### src/nvt_pkg.sv
`timescale 1ns / 1ps
// ============================================================================
// nvt_pkg
// Shared types and constants of the vertex normal and tangent builder.
// ============================================================================
package nvt_pkg;

    localparam int NVT_VERTEX_DEPTH = 1024;

    localparam logic [1:0] CMD_LOAD  = 2'd0;
    localparam logic [1:0] CMD_TRI   = 2'd1;
    localparam logic [1:0] CMD_QUERY = 2'd2;

    localparam logic CFG_HAS_NORMALS  = 1'b0;
    localparam logic CFG_VERTEX_COUNT = 1'b1;

    localparam logic signed [15:0] UNIT_ONE     = 16'sd16384;
    localparam logic signed [15:0] HELPER_LIMIT = 16'sd16220;

    typedef struct packed {
        logic               start;
        logic signed [63:0] vx;
        logic signed [63:0] vy;
        logic signed [63:0] vz;
    } nvt_norm_req_t;

    typedef struct packed {
        logic               done;
        logic signed [15:0] rx;
        logic signed [15:0] ry;
        logic signed [15:0] rz;
    } nvt_norm_resp_t;

endpackage

### src/nvt_norm.sv
`timescale 1ns / 1ps
// ============================================================================
// nvt_norm
// Iterative normalizer: scales a 64-bit vector one bit per cycle, sums the
// squares through one multiplier, takes a bit-serial square root and divides
// each component by a restoring divider into a Q1.14 unit vector.
// ============================================================================
module nvt_norm
    import nvt_pkg::*;
(
    input  logic           aclk,
    input  logic           aresetn,
    input  nvt_norm_req_t  req,
    output nvt_norm_resp_t resp
);

    localparam logic [2:0] N_IDLE  = 3'd0;
    localparam logic [2:0] N_SCALE = 3'd1;
    localparam logic [2:0] N_SQ    = 3'd2;
    localparam logic [2:0] N_SQRT  = 3'd3;
    localparam logic [2:0] N_DINIT = 3'd4;
    localparam logic [2:0] N_DIV   = 3'd5;
    localparam logic [2:0] N_DONE  = 3'd6;

    logic [2:0]                state_reg, state_next;
    logic [2:0][63:0]          m_reg, m_next;
    logic [2:0]                neg_reg, neg_next;
    logic [63:0]               top_reg, top_next;
    logic [1:0]                cnt_reg, cnt_next;
    logic [59:0]               prod_reg, prod_next;
    logic [61:0]               sum_reg, sum_next;
    logic [62:0]               rn_reg, rn_next;
    logic [62:0]               res_reg, res_next;
    logic [62:0]               bit_reg, bit_next;
    logic [45:0]               rem_reg, rem_next;
    logic [45:0]               den_reg, den_next;
    logic [14:0]               q_reg, q_next;
    logic [3:0]                step_reg, step_next;
    logic [2:0][15:0]          r_reg, r_next;

    logic [2:0][63:0]          mag_in;
    logic [63:0]               max01, max_all;
    logic [62:0]               trial;
    logic [14:0]               q_new;
    logic [15:0]               q_signed;
    logic                      start_ok;

    always_comb begin
        mag_in[0] = req.vx[63] ? 64'(-req.vx) : 64'(req.vx);
        mag_in[1] = req.vy[63] ? 64'(-req.vy) : 64'(req.vy);
        mag_in[2] = req.vz[63] ? 64'(-req.vz) : 64'(req.vz);
        max01     = (mag_in[0] > mag_in[1]) ? mag_in[0] : mag_in[1];
        max_all   = (max01 > mag_in[2]) ? max01 : mag_in[2];
        trial     = res_reg + bit_reg;
        q_new     = {q_reg[13:0], (rem_reg >= den_reg)};
        q_signed  = neg_reg[cnt_reg] ? 16'(-{1'b0, q_new}) : {1'b0, q_new};
        start_ok  = req.start && ((state_reg == N_IDLE) || (state_reg == N_DONE));
    end

    always_comb begin
        state_next = state_reg;
        m_next     = m_reg;
        neg_next   = neg_reg;
        top_next   = top_reg;
        cnt_next   = cnt_reg;
        prod_next  = prod_reg;
        sum_next   = sum_reg;
        rn_next    = rn_reg;
        res_next   = res_reg;
        bit_next   = bit_reg;
        rem_next   = rem_reg;
        den_next   = den_reg;
        q_next     = q_reg;
        step_next  = step_reg;
        r_next     = r_reg;
        unique case (state_reg)
            N_IDLE, N_DONE: begin
                if (start_ok) begin
                    m_next   = mag_in;
                    neg_next = {req.vz[63], req.vy[63], req.vx[63]};
                    top_next = max_all;
                    if (max_all == 64'd0) begin
                        r_next     = {16'd0, UNIT_ONE, 16'd0};
                        state_next = N_DONE;
                    end else begin
                        state_next = N_SCALE;
                    end
                end else begin
                    state_next = N_IDLE;
                end
            end
            N_SCALE: begin
                if (top_reg[63:30] != 34'd0) begin
                    top_next = top_reg >> 1;
                    for (int i = 0; i < 3; i++) begin
                        m_next[i] = m_reg[i] >> 1;
                    end
                end else if (!top_reg[29]) begin
                    top_next = top_reg << 1;
                    for (int i = 0; i < 3; i++) begin
                        m_next[i] = m_reg[i] << 1;
                    end
                end else begin
                    cnt_next   = 2'd0;
                    sum_next   = 62'd0;
                    state_next = N_SQ;
                end
            end
            N_SQ: begin
                if (cnt_reg != 2'd3) begin
                    prod_next = m_reg[cnt_reg][29:0] * m_reg[cnt_reg][29:0];
                end
                if (cnt_reg != 2'd0) begin
                    sum_next = sum_reg + 62'(prod_reg);
                end
                if (cnt_reg == 2'd3) begin
                    rn_next    = 63'(sum_reg) + 63'(prod_reg);
                    res_next   = 63'd0;
                    bit_next   = 63'd1 << 62;
                    state_next = N_SQRT;
                end else begin
                    cnt_next = cnt_reg + 2'd1;
                end
            end
            N_SQRT: begin
                if (rn_reg >= trial) begin
                    rn_next  = rn_reg - trial;
                    res_next = (res_reg >> 1) + bit_reg;
                end else begin
                    res_next = res_reg >> 1;
                end
                bit_next = bit_reg >> 2;
                if (bit_reg[0]) begin
                    cnt_next   = 2'd0;
                    state_next = N_DINIT;
                end
            end
            N_DINIT: begin
                rem_next   = (46'(m_reg[cnt_reg][29:0]) << 14) + 46'(res_reg[31:1]);
                den_next   = 46'(res_reg[31:0]) << 14;
                q_next     = 15'd0;
                step_next  = 4'd0;
                state_next = N_DIV;
            end
            N_DIV: begin
                if (rem_reg >= den_reg) begin
                    rem_next = rem_reg - den_reg;
                end
                den_next  = den_reg >> 1;
                q_next    = q_new;
                step_next = step_reg + 4'd1;
                if (step_reg == 4'd14) begin
                    r_next[cnt_reg] = q_signed;
                    cnt_next        = cnt_reg + 2'd1;
                    state_next      = (cnt_reg == 2'd2) ? N_DONE : N_DINIT;
                end
            end
            default: begin
                state_next = N_IDLE;
            end
        endcase
    end

    always_ff @(posedge aclk) begin
        if (!aresetn) begin
            state_reg <= N_IDLE;
        end else begin
            state_reg <= state_next;
        end
        m_reg    <= m_next;
        neg_reg  <= neg_next;
        top_reg  <= top_next;
        cnt_reg  <= cnt_next;
        prod_reg <= prod_next;
        sum_reg  <= sum_next;
        rn_reg   <= rn_next;
        res_reg  <= res_next;
        bit_reg  <= bit_next;
        rem_reg  <= rem_next;
        den_reg  <= den_next;
        q_reg    <= q_next;
        step_reg <= step_next;
        r_reg    <= r_next;
    end

    assign resp.done = (state_reg == N_DONE);
    assign resp.rx   = r_reg[0];
    assign resp.ry   = r_reg[1];
    assign resp.rz   = r_reg[2];

endmodule
### config.mk
export PLATFORM = sky130hd
export DESIGN_NAME = nvt_norm
export DESIGN_NICKNAME = d
export VERILOG_FILES = /design/src/nvt_pkg.sv /design/src/nvt_norm.sv
export SDC_FILE = /design/constraint.sdc
export NUM_CORES = 2
export LEC_CHECK = 0
export ABC_AREA = 1
export BUFFER_PORTS_ARGS = -buffer_cell sky130_fd_sc_hd__buf_2
export CAP_MARGIN = 5
export CORE_MARGIN = 2
export CORE_UTILIZATION = 50
export CTS_CLUSTER_DIAMETER = 60
export DETAILED_ROUTE_END_ITERATION = 16
export GPL_ROUTABILITY_DRIVEN = 0
export GPL_TIMING_DRIVEN = 0
export PLACE_DENSITY = 0.69
export SYNTH_ARGS = -nofsm -noshare
export SYNTH_HDL_FRONTEND = slang
export SYNTH_SLANG_ARGS = --single-unit
### constraint.sdc
create_clock -name aclk -period 25.4 [get_ports aclk]
set_clock_uncertainty 0.1 [all_clocks]
set_input_delay 6.35 -clock aclk [delete_from_list [all_inputs] [get_ports aclk]]
set_output_delay 6.35 -clock aclk [all_outputs]
set_load 0.02 [all_outputs]
Yosys cells after proc, flatten, opt, wreduce, memory -nomap -nowiden

Index checks and enable logic that the tools add are counted.

Bits in registers: 733
Input bits: 195
Logic and storage cells: 144

$add $sub $neg: 13
Multiply operators: 1
Order comparisons: 6
Equal/unequal tests: 22
Mux-type cells: 57
Reductions and logical operators: 25

Operators by type and width:

| cell                                    | count |
|---|---|
| 2-to-1 mux 192 bit                      | 3 |
| 2-to-1 mux 64 bit                       | 8 |
| case mux 192 bit (2 select lines)       | 1 |
| case mux 63 bit (2 select lines)        | 3 |
| 2-to-1 mux 63 bit                       | 5 |
| negator 64 bit                          | 3 |
| 2-to-1 mux 62 bit                       | 3 |
| case mux 46 bit (2 select lines)        | 2 |
| 2-to-1 mux 48 bit                       | 3 |
| binary-select mux 64 bit (select 2 bit) | 1 |
| greater-than comparator 64 bit          | 2 |
| case mux 64 bit (2 select lines)        | 1 |
| case mux 62 bit (2 select lines)        | 1 |
| case mux 48 bit (2 select lines)        | 1 |
| zero test 64 bit                        | 1 |
| adder 62 x 60 -> 63 bit                 | 1 |
| adder 62 x 63 -> 63 bit                 | 1 |
| adder 63 bit                            | 1 |
| >= comparator 63 bit                    | 1 |
| subtractor 63 bit                       | 1 |
| adder 62 x 60 -> 62 bit                 | 1 |
| multiplier 30 x 30 -> 60 bit            | 1 |
| bitwise mux 48 bit                      | 1 |
| >= comparator 46 bit                    | 1 |
| other kinds (38)                        | 77 |

Longest topological paths before layout

Depth in word-level cells: 10
Depth in mapped cells: 54
Depth with buffers taken out: 50

Least setup slack after synthesis

Ideal clock, no wire load.

Path type: input to register
Start: input req[192] (netlist bit)
End: register m_reg[0] (netlist bit), enable pin
Setup time: 0.960 ns
Arrival time: 19.134 ns
Data required time: 24.340 ns
Slack: 5.206 ns
Stages: 4
Buffers on the path: 0
Cells stage by stage: inv_1 > nor2_1 > nor2_1 > o22ai_1

Longest elaborated chain between the ends: 3

Ends and longest elaborated chain:

| item                                   | line            | RTL |
|---|---|---|
| from (decl)                            | nvt_norm.sv:13  | `input nvt_norm_req_t req,` |
| logical AND 1 bit                      | nvt_norm.sv:57  | `start_ok = req.start && ((state_reg == N_IDLE) \|\| (state_reg == N_DONE));` |
| inequality test 2 bit (no source line) | n/a             |  |
| AND reduction 3 bit (no source line)   | n/a             |  |
| to (signal assigned)                   | nvt_norm.sv:170 | `m_reg <= m_next;` |
| to (decl)                              | nvt_norm.sv:26  | `logic [2:0][63:0] m_reg, m_next;` |

Every way passes these cells.
A chain may end at the register's enable or synchronous reset.

Worst setup path in the final report

Start: input req[64] (netlist bit)
End: register r_reg (netlist bit resp[0]), enable pin

Longest elaborated chain between the ends: 9

Ends and longest elaborated chain:

| item                                       | line            | RTL |
|---|---|---|
| negator 64 bit                             | nvt_norm.sv:50  | `mag_in[1] = req.vy[63] ? 64'(-req.vy) : 64'(req.vy);` |
| 2-to-1 mux 64 bit (*)                      | nvt_norm.sv:50  |  |
| greater-than comparator 64 bit             | nvt_norm.sv:52  | `max01 = (mag_in[0] > mag_in[1]) ? mag_in[0] : mag_in[1];` |
| 2-to-1 mux 64 bit (*)                      | nvt_norm.sv:52  |  |
| greater-than comparator 64 bit             | nvt_norm.sv:53  | `max_all = (max01 > mag_in[2]) ? max01 : mag_in[2];` |
| 2-to-1 mux 64 bit (*)                      | nvt_norm.sv:53  |  |
| zero test 64 bit (*)                       | nvt_norm.sv:82  | `if (max_all == 64'd0) begin` |
| inequality test 2 bit (no source line) (*) | n/a             |  |
| AND reduction 4 bit (no source line) (*)   | n/a             |  |
| to (signal assigned)                       | nvt_norm.sv:183 | `r_reg <= r_next;` |
| to (decl)                                  | nvt_norm.sv:39  | `logic [2:0][15:0] r_reg, r_next;` |

Every way passes the cells marked *; elsewhere a longest branch is shown, timed or not.

==> results.cfg <==
[clock_network]
cts_root_buffer = clkbuf_16
cts_tree = yes
cts_resized = 0
cts_buffers = 87
ctsLongestPathBuffers = 3
hold_buffers = 0
clock_sinks = 701
clock_latency_ns = 0.76
htree_levels = 3
clk_pin_slew_worst_paths_ns = 0.06
cts_setup_buffers = 0

[run]
maxCapViolations = 0

[timing]
rsz0062_at_grt = no
final.setup.tns_ns = 0
slew_headroom_pct = 2.684
worst_pin_slew_ns = 1.460
setup_viol = 0
hold_viol = 0
timing.final.crit_period_ns = 17.16
holdWs_ns = 0.3989
fmax_ghz = 0.05828
maxSlewViolCount = 0
fin_crit_sh_pct = 67.56

[place]
dp_hpwl_um = 232000
place_inst = 12301
io_buffers = 243

[logic_synthesis]
syn_area_per_cell_um2 = 8.065
synthDistinctLibCells = 72
netlist_area_mm2 = 0.08026
syn_inst = 9951
synth-async-reset-ratio_pct = 0
ys_seq_area_share_pct = 26.19
synth-seq-cells = 701
synth_ff_type = edfxtp_1
synth_enable_flop_cells = 698
synth_fp_nets = 11485
ys_warn_count = 0

[floorplan]
die_width_um = 404.7
fp-row-count = 147
initial_utilization_pct = 50.16
fp.coreArea_mm2 = 0.1600
die_area_mm2 = 0.1637
dieHeight_um = 404.7
io_pins = 244

[global_routing]
antenna_found_initial = 7
grt_pass1_vias = 72569
gr-total-overflow = 0
grtUsageTotal_pct = 34.12
grt_max_degree = 66
grt_pass1_wl_um = 424900

[worst_setup_path]
worstReg2RegEnd = prod_reg[56]
cp_data_required_time_ns = 25.71
cp.arrival_ns = 17.47
cpMostUsedCell = nand2_1
reg2regPathDepth = 36
end_kind = register
path_buf_inv = 11
critical_path_class = primary input to register
cpPeakStageDelay_ns = 0.77
cp-start-kind = primary input
crit_family = simple AND/OR/NAND/NOR gates
ff2ff_setup_slack_ns = 13.16
crit_fanout = 30
r2r-start = cnt_reg[0]
crit_slowest_cell = nor4_1

[min_path]
min-delay-start = state_reg[1]
hold_depth = 2
hold_path_class = register to register
hold_end = state_reg[1]

[final_layout]
drive_gt1_share_pct = 5.116
layout.nets = 11841
fin_util_pct = 54.76
fill_cells = 14713
area_delta_synth_final_pct = 9.182
instances_no_fill = 12467
largest_reg_flops = 192

[status]
status = finished clean

[route]
avgViaCountPerCell = 5.894
drt-pass1-iter-count = 10
route.detailed.drc = 0
route.vias.total = 73484
avgRoutedWirePerCell_um = 22.69
ant_nets = 0
drt-initial-drc-count = 9347
routed_wl_um = 282900
[synth_stat cells, drive strengths merged (4+ instances only)]
cell        n  area (µm²)
a211oi     12       90.09
a21boi     20       153.9
a21o       14       105.1
a21oi     531        2669
a221oi      4       35.03
a22oi     140        1051
a31oi      81       506.7
a32o        7       70.07
a32oi       4       35.03
and2       65       406.6
and3       12       75.07
buf        67       326.6
clkbuf    234       878.3
edfxtp    698       20960
fa        702       14050
ha        637        7970
inv      1963        7368
nand2    1898        7154
nand3     283        1426
nand3b     29       217.7
nand4      64       421.7
nor2      841        3204
nor3      114       591.8
nor4       53       346.6
o2111ai     6       52.55
o211ai     40       300.3
o21a       68       510.5
o21ai     667        3349
o21bai     18       135.1
o221ai     86       753.2
o22ai      27       168.9
o31ai      16       120.1
or2        38       237.7
xnor2     188        1647
xor2      289        2531
[layer usage]
metal / wire length (µm) / GRT usage (%)
met1: 107800 / 44.21
met2: 121600 / 52.37
met3: 35710 / 8.791
met4: 17680 / 18.29
met5: 49 / 0
[worst register-to-register path: cells and delay by family (launching register included)]
family                     cells  cell delay (ns)
DFF                            1             0.68
AOI/OAI and AO/OA             11             2.76
adders and majority gates      9             4.51
buffers and inverters         10             3.30
xor gates and xnor gates       1             0.09
and+or+nand+nor                5             0.51
[how the worst max path moves through the flow]
stage / slack, ns / cells past startpoint / start / endpoint
final: 8.24 / 47 / req[64] / resp[0]
after global routing: 7.67 / 47 / req[64] / resp[32]
after CTS: 8.76 / 47 / req[64] / resp[16]
after detailed placement: 8.06 / 47 / req[64] / resp[16]
after global placement: -0.76 / 5 / req[192] / m_reg[122]
after floorplan: 5.21 / 4 / req[192] / m_reg[0]
[layout by cell type (no fill, tap or decap), types with 111 or more instances in the layout]
cell / n
inv_1: 1951
nand2_1: 1886
nor2_1: 823
fa_1: 702
edfxtp_1: 698
ha_1: 636
o21ai_0: 627
a21oi_1: 527
xor2_1: 289
nand3_1: 281
buf_2: 255
clkbuf_1: 244
xnor2_1: 188
a22oi_1: 140
nor3_1: 111
[per-stage QoR]
stage | instance area [µm²] | worst slack [ns]
3_5_place_dp | 84640 | 8.059
3_3_place_gp | 84090 | -0.7599
2_1_floorplan | 80260 | 5.206
4_1_cts | 87580 | 8.761
6_report | 87630 | 8.240
5_1_grt | 87630 | 7.666
[kinds of logic (layout without fill, tap and decap cells)]
family | count (synthesis) | after routing | synth area share (%)
AO/OA/AOI/OAI | 1764 | 1764 | 12.86
XOR/XNOR | 477 | 477 | 5.205
buffers and inverters | 2267 | 2695 | 10.70
adder cells (fa/ha/maj) | 1339 | 1339 | 27.44
other | 0 | 2 | 0
multiplexers | 1 | 1 | 0.01247
flip-flops | 701 | 701 | 26.19
AND/OR/NAND/NOR | 3402 | 3402 | 17.60
[final cells by class]
type | instances | area [µm²] | share of cell area (%)
multi-input cells | 6983 | 50740 | 57.90
repair buffers | 267 | 1733 | 1.978
plain buffers | 301 | 1205 | 1.375
clock buffers | 97 | 2215 | 2.527
well taps | 2086 | 2610 | 2.978
inverters | 1966 | 7380 | 8.421
flip-flops and latches | 701 | 21020 | 23.99
clock inverters | 64 | 724.4 | 0.8267
diodes | 2 | 5.005 | 0.005711
Power is left out: the tool's default activity adds up to more than one toggle a clock period on the data nets, which glitch-free logic cannot reach.
